### src/sv/ucfp_pkg.sv
// shared types and constants for the uart command frame parser
// used by ucfp_regs, ucfp_parse and uart_command_frame_parser_top
package ucfp_pkg;

  // frame sync bytes
  localparam logic [7:0] SYNC0 = 8'd30;
  localparam logic [7:0] SYNC1 = 8'd29;
  localparam logic [7:0] SYNC2 = 8'd28;

  // frame position at which each command's frame is complete
  localparam logic [6:0] HID_END  = 7'd36;
  localparam logic [6:0] LONG_END = 7'd68;
  localparam logic [6:0] BATT_END = 7'd8;

  // first payload position and last header position
  localparam logic [6:0] POS_CMD     = 7'd3;
  localparam logic [6:0] POS_PAYLOAD = 7'd4;

  // register reset values
  localparam logic [7:0]  HID_CODE_RST   = 8'd1;
  localparam logic [7:0]  WEBUSB_CODE_RST = 8'd2;
  localparam logic [7:0]  BATT_CODE_RST  = 8'd3;
  localparam logic [31:0] BATT_THR_RST   = 32'd0;
  localparam logic        BATT_EN_RST    = 1'b1;

  // register indexes (byte address / 4)
  localparam logic [2:0] REG_HID_CODE    = 3'd0;
  localparam logic [2:0] REG_WEBUSB_CODE = 3'd1;
  localparam logic [2:0] REG_BATT_CODE   = 3'd2;
  localparam logic [2:0] REG_BATT_THR    = 3'd3;
  localparam logic [2:0] REG_BATT_EN     = 3'd4;

  // result kinds
  typedef enum logic [2:0] {
    KIND_CONSUMED = 3'd0,
    KIND_LOG      = 3'd1,
    KIND_UNKNOWN  = 3'd2,
    KIND_HID      = 3'd3,
    KIND_BATTERY  = 3'd4
  } kind_t;

  // configuration register set
  typedef struct packed {
    logic [7:0]  hid_code;
    logic [7:0]  webusb_code;
    logic [7:0]  battery_code;
    logic [31:0] battery_threshold;
    logic        battery_check_enable;
  } cfg_t;

  // one result item
  typedef struct packed {
    kind_t       kind;
    logic [7:0]  out_byte;
    logic [5:0]  payload_index;
    logic        frame_last;
    logic        battery_low;
    logic        battery_low_first;
  } res_t;

endpackage

### src/sv/ucfp_regs.sv
// apb configuration registers of the uart command frame parser
// depends on ucfp_pkg for register indexes, reset values and cfg_t
module ucfp_regs (
  input  logic             clk,
  input  logic             rst_n,
  input  logic             psel,
  input  logic             penable,
  input  logic             pwrite,
  input  logic [4:0]       paddr,
  input  logic [31:0]      pwdata,
  output logic [31:0]      prdata,
  output ucfp_pkg::cfg_t   cfg
);

  ucfp_pkg::cfg_t cfg_r;
  ucfp_pkg::cfg_t cfg_nxt;
  logic           wr_en;
  logic [2:0]     reg_idx;

  assign wr_en   = psel & penable & pwrite;
  assign reg_idx = paddr[4:2];
  assign cfg     = cfg_r;

  // write decode
  always_comb begin
    cfg_nxt = cfg_r;
    if (wr_en) begin
      unique case (reg_idx)
        ucfp_pkg::REG_HID_CODE:    cfg_nxt.hid_code = pwdata[7:0];
        ucfp_pkg::REG_WEBUSB_CODE: cfg_nxt.webusb_code = pwdata[7:0];
        ucfp_pkg::REG_BATT_CODE:   cfg_nxt.battery_code = pwdata[7:0];
        ucfp_pkg::REG_BATT_THR:    cfg_nxt.battery_threshold = pwdata;
        ucfp_pkg::REG_BATT_EN:     cfg_nxt.battery_check_enable = pwdata[0];
        default:                   cfg_nxt = cfg_r;
      endcase
    end
  end

  // register bank
  always_ff @(posedge clk) begin
    if (!rst_n) begin
      cfg_r.hid_code             <= ucfp_pkg::HID_CODE_RST;
      cfg_r.webusb_code          <= ucfp_pkg::WEBUSB_CODE_RST;
      cfg_r.battery_code         <= ucfp_pkg::BATT_CODE_RST;
      cfg_r.battery_threshold    <= ucfp_pkg::BATT_THR_RST;
      cfg_r.battery_check_enable <= ucfp_pkg::BATT_EN_RST;
    end else begin
      cfg_r <= cfg_nxt;
    end
  end

  // read decode
  always_comb begin
    unique case (reg_idx)
      ucfp_pkg::REG_HID_CODE:    prdata = {24'd0, cfg_r.hid_code};
      ucfp_pkg::REG_WEBUSB_CODE: prdata = {24'd0, cfg_r.webusb_code};
      ucfp_pkg::REG_BATT_CODE:   prdata = {24'd0, cfg_r.battery_code};
      ucfp_pkg::REG_BATT_THR:    prdata = cfg_r.battery_threshold;
      ucfp_pkg::REG_BATT_EN:     prdata = {31'd0, cfg_r.battery_check_enable};
      default:                   prdata = 32'd0;
    endcase
  end

endmodule

### src/sv/ucfp_parse.sv
// frame parsing step: position counter, command, battery bytes, sticky low flag
// depends on ucfp_pkg for sync constants, frame lengths, cfg_t and res_t
module ucfp_parse (
  input  logic             clk,
  input  logic             rst_n,
  input  logic             step_en,
  input  logic [7:0]       rx_byte,
  input  ucfp_pkg::cfg_t   cfg,
  output ucfp_pkg::res_t   res
);

  logic [6:0]  pos_r, pos_nxt;
  logic [7:0]  cmd_r, cmd_nxt;
  logic [23:0] bb_r, bb_nxt;
  logic        low_seen_r, low_seen_nxt;

  logic [6:0]  pos_inc;
  logic [5:0]  idx;
  logic [31:0] level;
  logic        sync_ok;

  assign pos_inc = pos_r + 7'd1;
  assign idx     = pos_r[5:0] - 6'd4;
  assign level   = {rx_byte, bb_nxt};

  // sync byte match for the current header position
  always_comb begin
    case (pos_r[1:0])
      2'd0:    sync_ok = (rx_byte == ucfp_pkg::SYNC0);
      2'd1:    sync_ok = (rx_byte == ucfp_pkg::SYNC1);
      2'd2:    sync_ok = (rx_byte == ucfp_pkg::SYNC2);
      default: sync_ok = 1'b0;
    endcase
  end

  // next state and result for one byte
  always_comb begin
    pos_nxt      = pos_r;
    cmd_nxt      = cmd_r;
    bb_nxt       = bb_r;
    low_seen_nxt = low_seen_r;
    res          = '0;
    res.kind     = ucfp_pkg::KIND_CONSUMED;

    if (pos_r < ucfp_pkg::POS_CMD) begin
      // sync header
      if (sync_ok) begin
        pos_nxt = pos_inc;
      end else begin
        pos_nxt      = 7'd0;
        res.kind     = ucfp_pkg::KIND_LOG;
        res.out_byte = rx_byte;
      end
    end else if (pos_r == ucfp_pkg::POS_CMD) begin
      // command byte range check
      if (rx_byte >= cfg.hid_code && rx_byte <= cfg.battery_code) begin
        cmd_nxt = rx_byte;
        pos_nxt = ucfp_pkg::POS_PAYLOAD;
      end else begin
        pos_nxt      = 7'd0;
        res.kind     = ucfp_pkg::KIND_UNKNOWN;
        res.out_byte = rx_byte;
      end
    end else begin
      // payload byte
      res.payload_index = idx;
      case (idx)
        6'd0:    bb_nxt[7:0]   = rx_byte;
        6'd1:    bb_nxt[15:8]  = rx_byte;
        6'd2:    bb_nxt[23:16] = rx_byte;
        default: bb_nxt        = bb_r;
      endcase
      pos_nxt = pos_inc;
      if (cmd_r == cfg.hid_code) begin
        res.kind     = ucfp_pkg::KIND_HID;
        res.out_byte = rx_byte;
        if (pos_inc >= ucfp_pkg::HID_END) begin
          res.frame_last = 1'b1;
          pos_nxt        = 7'd0;
        end
      end else if (cmd_r == cfg.webusb_code && pos_inc >= ucfp_pkg::LONG_END) begin
        res.frame_last = 1'b1;
        pos_nxt        = 7'd0;
      end else if (cmd_r == cfg.battery_code && pos_inc >= ucfp_pkg::BATT_END) begin
        res.kind       = ucfp_pkg::KIND_BATTERY;
        res.frame_last = 1'b1;
        pos_nxt        = 7'd0;
        if (cfg.battery_check_enable && level < cfg.battery_threshold) begin
          res.battery_low = 1'b1;
          if (!low_seen_r) begin
            res.battery_low_first = 1'b1;
            low_seen_nxt          = 1'b1;
          end
        end
      end else if (pos_inc >= ucfp_pkg::LONG_END) begin
        res.frame_last = 1'b1;
        pos_nxt        = 7'd0;
      end
    end
  end

  // parser state, advanced once per byte
  always_ff @(posedge clk) begin
    if (!rst_n) begin
      pos_r      <= 7'd0;
      cmd_r      <= 8'd0;
      bb_r       <= 24'd0;
      low_seen_r <= 1'b0;
    end else if (step_en) begin
      pos_r      <= pos_nxt;
      cmd_r      <= cmd_nxt;
      bb_r       <= bb_nxt;
      low_seen_r <= low_seen_nxt;
    end
  end

endmodule

### src/sv/uart_command_frame_parser_top.sv
// Takes one received serial byte per in_ request and returns exactly one result per byte,
// in order. A byte is accepted every cycle when the output side keeps up; each byte is
// held in an input register, parsed by combinational logic against the frame state and
// written to the output register. The frame position counter and command/battery
// registers close on themselves, which sets the rate of one byte per clock while the
// output side keeps up. When out_tready is low with a result waiting, both registers
// hold and in_tready drops once the input register is full. Configuration registers
// sit on the apb port at byte addresses 0, 4, 8, 12 and 16 and should only be written
// while no bytes are in flight.
// top level: input register, parse stage, output register, config registers
// depends on ucfp_pkg, ucfp_regs and ucfp_parse
module uart_command_frame_parser_top (
  input  logic        clk,
  input  logic        rst_n,
  // byte input stream
  input  logic        in_tvalid,
  output logic        in_tready,
  input  logic [7:0]  in_tdata,    // [7:0] rx_byte
  // result stream
  output logic        out_tvalid,
  input  logic        out_tready,
  output logic [15:0] out_tdata,   // [7:0] out_byte, [13:8] payload_index,
                                   // [14] battery_low, [15] battery_low_first
  output logic [2:0]  out_tuser,   // [2:0] out_kind
  output logic        out_tlast,   // frame_last
  // configuration port
  input  logic        cfg_psel,
  input  logic        cfg_penable,
  input  logic        cfg_pwrite,
  input  logic [4:0]  cfg_paddr,
  input  logic [31:0] cfg_pwdata,
  output logic [31:0] cfg_prdata,
  output logic        cfg_pready
);

  ucfp_pkg::cfg_t cfg;
  ucfp_pkg::res_t res;
  ucfp_pkg::res_t res_r;

  logic       in_valid_r, in_valid_nxt;
  logic [7:0] in_byte_r;
  logic       out_valid_r, out_valid_nxt;
  logic       in_acc;
  logic       advance;

  assign cfg_pready = 1'b1;

  // configuration registers
  ucfp_regs u_regs (
    .clk     (clk),
    .rst_n   (rst_n),
    .psel    (cfg_psel),
    .penable (cfg_penable),
    .pwrite  (cfg_pwrite),
    .paddr   (cfg_paddr),
    .pwdata  (cfg_pwdata),
    .prdata  (cfg_prdata),
    .cfg     (cfg)
  );

  // parse stage
  ucfp_parse u_parse (
    .clk     (clk),
    .rst_n   (rst_n),
    .step_en (advance),
    .rx_byte (in_byte_r),
    .cfg     (cfg),
    .res     (res)
  );

  // pipeline handshake
  assign advance   = in_valid_r & (~out_valid_r | out_tready);
  assign in_tready = ~in_valid_r | advance;
  assign in_acc    = in_tvalid & in_tready;

  always_comb begin
    in_valid_nxt = in_valid_r;
    if (in_acc) begin
      in_valid_nxt = 1'b1;
    end else if (advance) begin
      in_valid_nxt = 1'b0;
    end
    out_valid_nxt = out_valid_r;
    if (advance) begin
      out_valid_nxt = 1'b1;
    end else if (out_tready) begin
      out_valid_nxt = 1'b0;
    end
  end

  // valid flags
  always_ff @(posedge clk) begin
    if (!rst_n) begin
      in_valid_r  <= 1'b0;
      out_valid_r <= 1'b0;
    end else begin
      in_valid_r  <= in_valid_nxt;
      out_valid_r <= out_valid_nxt;
    end
  end

  // payload registers
  always_ff @(posedge clk) begin
    if (in_acc) begin
      in_byte_r <= in_tdata;
    end
    if (advance) begin
      res_r <= res;
    end
  end

  // output packing
  assign out_tvalid = out_valid_r;
  assign out_tuser  = res_r.kind;
  assign out_tlast  = res_r.frame_last;
  assign out_tdata  = {res_r.battery_low_first, res_r.battery_low,
                       res_r.payload_index, res_r.out_byte};

  // first low detection always comes with a low level
  a_first_implies_low : assert property (@(posedge clk) disable iff (!rst_n)
    out_tvalid && out_tdata[15] |-> out_tdata[14])
    else $error("battery_low_first without battery_low");

  // low battery flags only on battery completion
  a_low_only_battery : assert property (@(posedge clk) disable iff (!rst_n)
    out_tvalid && out_tdata[14] |-> out_tuser == ucfp_pkg::KIND_BATTERY && out_tlast)
    else $error("battery_low outside a battery frame end");

  // frame end never on log or unknown command results
  a_last_kind : assert property (@(posedge clk) disable iff (!rst_n)
    out_tvalid && out_tlast |-> out_tuser == ucfp_pkg::KIND_CONSUMED ||
      out_tuser == ucfp_pkg::KIND_HID || out_tuser == ucfp_pkg::KIND_BATTERY)
    else $error("frame_last on a non-frame result");

  // a held byte stays in the input register until parsed
  a_in_hold : assert property (@(posedge clk) disable iff (!rst_n)
    in_valid_r && !advance |=> in_valid_r && $stable(in_byte_r))
    else $error("input byte lost before parsing");

endmodule

### config.mk
export PLATFORM = sky130hd
export DESIGN_NAME = uart_command_frame_parser_top
export DESIGN_NICKNAME = d
export VERILOG_FILES = /design/src/sv/ucfp_pkg.sv /design/src/sv/ucfp_regs.sv /design/src/sv/ucfp_parse.sv /design/src/sv/uart_command_frame_parser_top.sv
export SDC_FILE = /design/constraint.sdc
export NUM_CORES = 1
export LEC_CHECK = 0
export BUFFER_PORTS_ARGS = -buffer_cell sky130_fd_sc_hd__buf_2
export CAP_MARGIN = 20
export CORE_MARGIN = 5
export CORE_UTILIZATION = 55
export CTS_BUF_LIST = sky130_fd_sc_hd__clkbuf_4 sky130_fd_sc_hd__clkbuf_8
export CTS_CLUSTER_DIAMETER = 40
export DETAILED_ROUTE_END_ITERATION = 10
export HOLD_SLACK_MARGIN = 0.02
export PLACE_DENSITY_LB_ADDON = 0.1
export SLEW_MARGIN = 20
export SYNTH_ARGS = -nofsm -noshare
export SYNTH_HDL_FRONTEND = slang
export SYNTH_SLANG_ARGS = --single-unit
### constraint.sdc
create_clock -name clk -period 4.75 [get_ports clk]
set_input_delay 0.475 -clock clk [delete_from_list [all_inputs] [get_ports clk]]
set_output_delay 0.475 -clock clk [all_outputs]
set_load 0.02 [all_outputs]
==> qor.csv, run 1 <==
stage,metric,value,unit
status,status,"finished, final reports clean",
floorplan,coreArea,0.0132,sq mm
yosys,synthXorXnorAreaFrac,4.14,%
sta,hold_viol,0,
layout,utilization,64.1,%
detailed_routing,wl_met3,837,um
yosys,synthTopCellsByArea,"dfxtp_1 27%, edfxtp_1 11%, ha_1 9.5%, mux2i_1 6.5%, nor2b_1 4.9%",
cts,clockBufferDepth,2,
yosys,synthAdderAreaFrac,9.46,%
yosys,synth_top_family_by_area,simple AND/OR/NAND/NOR gates,
yosys,synth_area_per_cell,9.22,sq um
detailed_routing,met2_length,9230,um
sta,worstMarginPinSlew,0.983,ns
floorplan,rows,42,
critical_path,worstSetupPathType,reg2reg,
layout,design_area,0.00849,sq mm
layout,layout.nets,999,
yosys,netlist.area_leader.share,26.8,%
critical_path,reg2regPathDepth,14,
sta,fin_crit,4.27,ns
yosys,synthSimpleGateAreaFrac,21.5,%
critical_path,cp-startpoint,u_parse.pos_r[2]$_SDFFE_PN0P_,
yosys,syn_area,0.00741,sq mm
yosys,synth-edff-count,28,
layout,area_growth,14.6,%
floorplan,die_h,126,um
detailed_routing,detail-route-antenna-nets,0,
critical_path,critPathCaptureType,register,
critical_path,startpoint_type,register,
worst_hold_path,hp-class,in2reg,
run,drv_cap,0,
layout,fillers,1138,
yosys,ys_seq_elements,127,
yosys,syn_nets,911,
placed_design,placed_area,0.00803,sq mm
floorplan,die_area,0.0159,sq mm
sta,rsz0062_at_grt,false,
detailed_routing,drcViolationCount,0,
yosys,synthCells,803,
detailed_routing,wire_per_inst,17.2,um
detailed_routing,highest_layer,met4,
yosys,synth_warnings,0,
power_and_ir_drop,p_total,2.46,mW
critical_path,crit_chain,inv_1 -> ha_1 -> nor2_1 -> a31oi_4 -> nor2_1 -> mux2_2 -> ha_1 -> a21o_1 -> a21oi_1 -> nand3_1 -> or3b_1 -> a221o_1 -> a2111oi_2 -> o21a_1,
global_route,grt_pass1_vias,6271,
critical_path,worst-path-buf-inv,1,
sta,slew_headroom,33.9,%
detailed_routing,wirelength,18500,um
power_and_ir_drop,seq_power_share,46.8,%
global_route,grt_util_all_layers,23.9,%
cts,clk_latency,0.44,ns
detailed_routing,drt_iter0_markers,388,
yosys,ys.flop_type,dfxtp_1,
power_and_ir_drop,clock_power_share,44.5,%
critical_path,crit_required,5.13,ns
sta,setup_ws,0.483,ns
global_route,grt_max_degree,57,
sta,finalMaxSlewViolations,0,
floorplan,io_pins,107,
cts,clkTransAtPathRegs,0.07,ns
sta,fmax,234,MHz
yosys,synth_largest_area_cell,dfxtp_1,
power_and_ir_drop,switching_share,23.2,%
yosys,muxShareOfSynthArea,12.1,%
layout,final_cells,1080,
placed_design,dp.cells,1048,
critical_path,crit_end,u_parse.low_seen_r$_SDFFE_PN0P_,
layout,final_common_cell,buf_2,
cts,clock-sinks,127,
sta,setup_viol,0,
placed_design,portBuffers,103,
cts,postCtsResizedCells,0,
layout,layout_common_cells,"103 x buf_2, 99 x dfxtp_1, 92 x nand2_1, 58 x nor2b_1, 56 x ha_1",
power_and_ir_drop,power.switching,0.571,mW
critical_path,slowest_stage,dfxtp_1,
global_route,grt_overflow_total,0,
power_and_ir_drop,intPower,1.89,mW
layout,drive_above_1_share,19.4,%
detailed_routing,first_pass_iters,5,
yosys,ys_types,58,
sta,skew,0.00965,ns
critical_path,r2r_end,u_parse.low_seen_r$_SDFFE_PN0P_,
critical_path,cp_top_family,compound AO/OA/AOI/OAI gates,
detailed_routing,wl_met1,8050,um
placed_design,post-place-ws,0.520,ns
placed_design,gp_congestion,0.870,
yosys,synth-compound-area-share,9.71,%
layout,antenna_cells,0,
critical_path,path_max_fanout,15,
sta,fin_hold_ws,0.206,ns
critical_path,cp_data_arrival_time,4.65,ns
power_and_ir_drop,cellLeakagePower,3.77,nW
cts,cts_setup_buffers,0,
global_route,antenna_found_initial,0,
cts,cts_tree,yes,
floorplan,start_util,55.9,%
critical_path,path_depth,14,
power_and_ir_drop,ir_drop,205,uV
cts,cts_max_level,4,
critical_path,r2r_slack,0.48,ns
cts,cts_inserted_buffers,17,
floorplan,die_w,126,um
detailed_routing,routed_via_density,5.59,
yosys,ys_async_sr_fraction,0,%
critical_path,timing.rr.start,u_parse.pos_r[2]$_SDFFE_PN0P_,
cts,cts_root_buffer,clkbuf_8,
power_and_ir_drop,pwr-share-comb,8.6,%
cts,ctsHoldBuffers,0,
sta,fin_tns_setup,0,ns
critical_path,slowest_delay,0.63,ns
global_route,grt_pass1_wl,30800,um
detailed_routing,vias,6040,
yosys,yosysSeqAreaShare,38.1,%
placed_design,dp_hpwl,13300,um
power_and_ir_drop,power.density,290,mW/mm^2
sta,period_share,89.8,%
worst min-delay path by stage:
stage                                          startpoint                              end  cells after the start
after floorplan           u_parse.low_seen_r$_SDFFE_PN0P_  u_parse.low_seen_r$_SDFFE_PN0P_                      1
after global placement    u_parse.low_seen_r$_SDFFE_PN0P_  u_parse.low_seen_r$_SDFFE_PN0P_                      1
after detailed placement  u_parse.low_seen_r$_SDFFE_PN0P_  u_parse.low_seen_r$_SDFFE_PN0P_                      1
after CTS                                     in_tdata[2]           in_byte_r[2]$_DFFE_PP_                      1
after global routing                          in_tdata[5]           in_byte_r[5]$_DFFE_PP_                      1
final                                         in_tdata[5]           in_byte_r[5]$_DFFE_PP_                      1
cells by family after synthesis:
group,count (synthesis)
AND/OR/NAND/NOR,309
flip-flops,127
AO/OA/AOI/OAI,102
buffers and inverters,95
multiplexers,78
adder cells (fa/ha/maj),56
XOR/XNOR,35
other,1
power groups by stage:
stage	Combinational, mW	Sequential [mW]	Clock [mW]
after CTS	0.213	1.15	1.12
after global routing	0.237	1.16	1.17
after floorplan	0.136	1.17	0
after detailed placement	0.212	1.18	0
after global placement	0.203	1.18	0
final	0.213	1.15	1.10
area by class of cell:
cell class                 instances  area, sq um  area share (%)
inverter                          56          210            2.48
clock inverter                    14          220            2.59
clock buffer                      18          241            2.85
sequential                       127         2820            33.3
multi-input combinational        581         4220            49.7
tap                              176          220            2.59
timing repair buffer             108          553            6.52
cells in the mapped netlist, types with 2 or more instances:
cell type / n
dfxtp_1: 99
nand2_1: 92
nor2b_1: 58
ha_1: 56
inv_1: 55
mux2i_1: 48
nor2_1: 45
clkbuf_1: 33
a21boi_0: 32
and3_1: 28
edfxtp_1: 28
mux2_2: 23
a21oi_1: 18
nand3_1: 18
xor2_1: 18
xnor2_1: 17
and2_1: 14
o21ai_0: 14
nor3_1: 12
nand4_1: 11
nor3b_1: 9
mux4_2: 7
a21o_1: 6
nor4_1: 5
o21a_1: 4
a22oi_1: 3
a31oi_1: 3
nand2b_1: 3
o2111ai_1: 3
o22ai_1: 3
or2_2: 3
a211o_1: 2
a311oi_1: 2
buf_1: 2
buf_2: 2
buf_4: 2
nand4b_1: 2
o21bai_1: 2
or3_1: 2
worst reg2reg max path: cells and delay by family, from the launching register on:
family	cells	cell delay (ns)
flops	1	0.63
buf+inv	1	0.10
fa+ha+maj	2	0.55
mux	1	0.42
compound gates	6	1.30
simple gates	4	1.20
state kept, by name, indices dropped and copies added, names as in the netlist:
| name | count |
|---|---|
| u_regs.cfg | 57 |
| u_parse.bb_r | 24 |
| out_tdata | 16 |
| in_byte_r | 8 |
| u_parse.cmd_r | 8 |
| u_parse.pos_r | 7 |
| out_tuser | 3 |
| in_valid_r | 1 |
| out_tlast | 1 |
| out_tvalid | 1 |
| u_parse.low_seen_r | 1 |
routing by layer:
metal | vias up | global-route usage [%]
met5 | - | 0
met4 | 0 | 10.5
met3 | 47 | 4.61
met2 | 185 | 41.5
met1 | 2862 | 28.7
li1 | 2946 | -
Power figures use the tool's default switching activity.
==> run 2, diff against run 1 <==
--- a/config.mk
+++ b/config.mk
@@ -14,6 +14,7 @@
 export DETAILED_ROUTE_END_ITERATION = 10
 export HOLD_SLACK_MARGIN = 0.02
 export PLACE_DENSITY_LB_ADDON = 0.1
+export REMOVE_ABC_BUFFERS = 1
 export SLEW_MARGIN = 20
 export SYNTH_ARGS = -nofsm -noshare
 export SYNTH_HDL_FRONTEND = slang
==> run 2 against run 1 <==
Compared with the run above:
- largest power group unchanged
- via count down 2.2%
- clock-buffer cell count increased by 1
- highest routed layer unchanged
- worst hold slack worse by 0.0050 ns
- register-to-register slack hardly changed
==> qor.csv, run 2 (synthesis results as in run 1) <==
stage,metric,value,unit
placed_design,dp.cells,1050,
critical_path,cp_data_arrival_time,4.54,ns
critical_path,slowest_delay,0.57,ns
placed_design,dp_hpwl,12900,um
layout,largest_register_ffs,57,
detailed_routing,detail-route-antenna-nets,0,
floorplan,io_pins,107,
floorplan,rows,42,
power_and_ir_drop,clock_power_share,41.0,%
sta,fin_tns_setup,0,ns
critical_path,timing.rr.start,u_parse.pos_r[3]$_SDFFE_PN0P_,
sta,fmax,234,MHz
sta,hold_viol,0,
worst_hold_path,worstHoldStart,in_tdata[3],
layout,layout_common_cells,"103 x buf_2, 99 x dfxtp_1, 92 x nand2_1, 58 x nor2b_1, 56 x ha_1",
power_and_ir_drop,ir_drop,160,uV
sta,setup_viol,0,
sta,fin_crit,4.27,ns
cts,clockBufferDepth,2,
run,drv_cap,0,
sta,fin_hold_ws,0.201,ns
global_route,antenna_found_initial,0,
power_and_ir_drop,pwr-share-comb,9.3,%
power_and_ir_drop,power.density,274,mW/mm^2
sta,skew,0.00761,ns
critical_path,r2r_end,out_tdata[15]$_SDFFCE_PP0P_,
placed_design,portBuffers,103,
cts,cts_setup_buffers,0,
cts,cts_tree,yes,
power_and_ir_drop,cellLeakagePower,3.73,nW
cts,cts_max_level,4,
sta,period_share,89.9,%
floorplan,die_area,0.0159,sq mm
critical_path,r2r_slack,0.48,ns
worst_hold_path,min_delay_path_depth,1,
global_route,grt_overflow_total,0,
cts,clkTransAtPathRegs,0.07,ns
detailed_routing,routed_via_density,5.46,
sta,rsz0062_at_grt,false,
critical_path,crit_chain,inv_1 -> ha_1 -> nor2_1 -> a31oi_4 -> nor2_1 -> mux2_2 -> ha_1 -> a21o_1 -> a21oi_1 -> nand3_1 -> or3b_1 -> a221o_1 -> and2_1 -> nor3_1,
power_and_ir_drop,power.switching,0.575,mW
cts,cts_root_buffer,clkbuf_8,
detailed_routing,first_pass_iters,5,
power_and_ir_drop,switching_share,24.9,%
layout,final_cells,1082,
worst_hold_path,hp-class,in2reg,
layout,fillers,1134,
critical_path,reg2regPathDepth,14,
detailed_routing,drcViolationCount,0,
detailed_routing,drt_iter0_markers,362,
layout,area_growth,13.9,%
placed_design,gp_congestion,0.914,
detailed_routing,wire_per_inst,16.4,um
critical_path,critPathCaptureType,register,
floorplan,die_w,126,um
cts,ctsHoldBuffers,0,
critical_path,slowest_stage,nor2_1,
layout,layout.nets,1001,
cts,cts_inserted_buffers,17,
sta,slew_headroom,28.0,%
floorplan,start_util,55.9,%
critical_path,worstSetupPathType,reg2reg,
layout,final_common_cell,buf_2,
cts,postCtsResizedCells,0,
power_and_ir_drop,intPower,1.74,mW
critical_path,cp-startpoint,u_parse.pos_r[3]$_SDFFE_PN0P_,
global_route,grt_pass1_wl,29800,um
sta,finalMaxSlewViolations,0,
worst_hold_path,whs_endpoint,in_byte_r[3]$_DFFE_PP_,
power_and_ir_drop,seq_power_share,49.7,%
cts,clock-sinks,127,
global_route,grt_util_all_layers,23.2,%
power_and_ir_drop,p_total,2.31,mW
floorplan,die_h,126,um
detailed_routing,wirelength,17700,um
sta,worstMarginPinSlew,1.07,ns
critical_path,path_max_fanout,9,
critical_path,crit_required,5.02,ns
critical_path,startpoint_type,register,
cts,clk_latency,0.45,ns
status,status,"finished, final reports clean",
floorplan,coreArea,0.0132,sq mm
layout,antenna_cells,0,
global_route,grt_pass1_vias,6018,
global_route,grt_max_degree,70,
layout,drive_above_1_share,19.5,%
detailed_routing,vias,5907,
-- run 2: metrics by stage --
stage | utilization [%] | setup slack (ns) | area, sq um
6_report | 63.7 | 0.479 | 8440
5_1_grt | 63.7 | 0.193 | 8440
4_1_cts | 63.7 | 0.477 | 8440
3_5_place_dp | 60.7 | 0.544 | 8040
3_3_place_gp | 60.7 | 0.711 | 8040
2_1_floorplan | - | 1.03 | 7250
-- run 2: power groups by stage --
| stage | clock [mW] | combinational, mW | sequential [mW] |
|---|---|---|---|
| 2_1_floorplan | 0 | 0.117 | 1.18 |
| 3_3_place_gp | 0 | 0.207 | 1.17 |
| 3_5_place_dp | 0 | 0.213 | 1.18 |
| 4_1_cts | 0.965 | 0.214 | 1.15 |
| 5_1_grt | 1.02 | 0.240 | 1.15 |
| 6_report | 0.950 | 0.214 | 1.15 |
-- run 2: worst max path at each step --
stage                                      end  depth (start not counted)
2_1_floorplan  u_parse.low_seen_r$_SDFFE_PN0P_                         14
3_3_place_gp   u_parse.low_seen_r$_SDFFE_PN0P_                         14
3_5_place_dp       out_tdata[15]$_SDFFCE_PP0P_                         14
4_1_cts            out_tdata[15]$_SDFFCE_PP0P_                         14
5_1_grt            out_tdata[15]$_SDFFCE_PP0P_                         14
6_report           out_tdata[15]$_SDFFCE_PP0P_                         14
-- run 2: area by class of cell --
cell class / instances / area, sq um / area share (%)
clock buffer: 19 / 249 / 2.95
clock inverter: 13 / 146 / 1.74
inverter: 56 / 210 / 2.49
multi-input combinational: 581 / 4220 / 50.0
sequential: 127 / 2820 / 33.5
tap: 176 / 220 / 2.61
timing repair buffer: 110 / 568 / 6.73
-- run 2: critical path: cells and delay by family, from the launching register on --
| kind | cells | cell delay, ns |
|---|---|---|
| flip-flops | 1 | 0.49 |
| AO/OA/AOI/OAI | 4 | 0.83 |
| AND/OR/NAND/NOR | 6 | 1.63 |
| adder cells (fa/ha/maj) | 2 | 0.56 |
| multiplexers | 1 | 0.43 |
| buffers and inverters | 1 | 0.16 |
-- run 2: per-layer routing --
layer	share of wire, %	up-vias	global-route usage [%]	wire length [um]
met5	0	-	0	0
met3	4.2	42	4.40	749
met1	44	2774	28.5	7790
met4	3.3	0	11.1	590
met2	48	140	39.0	8600
li1	-	2951	-	-
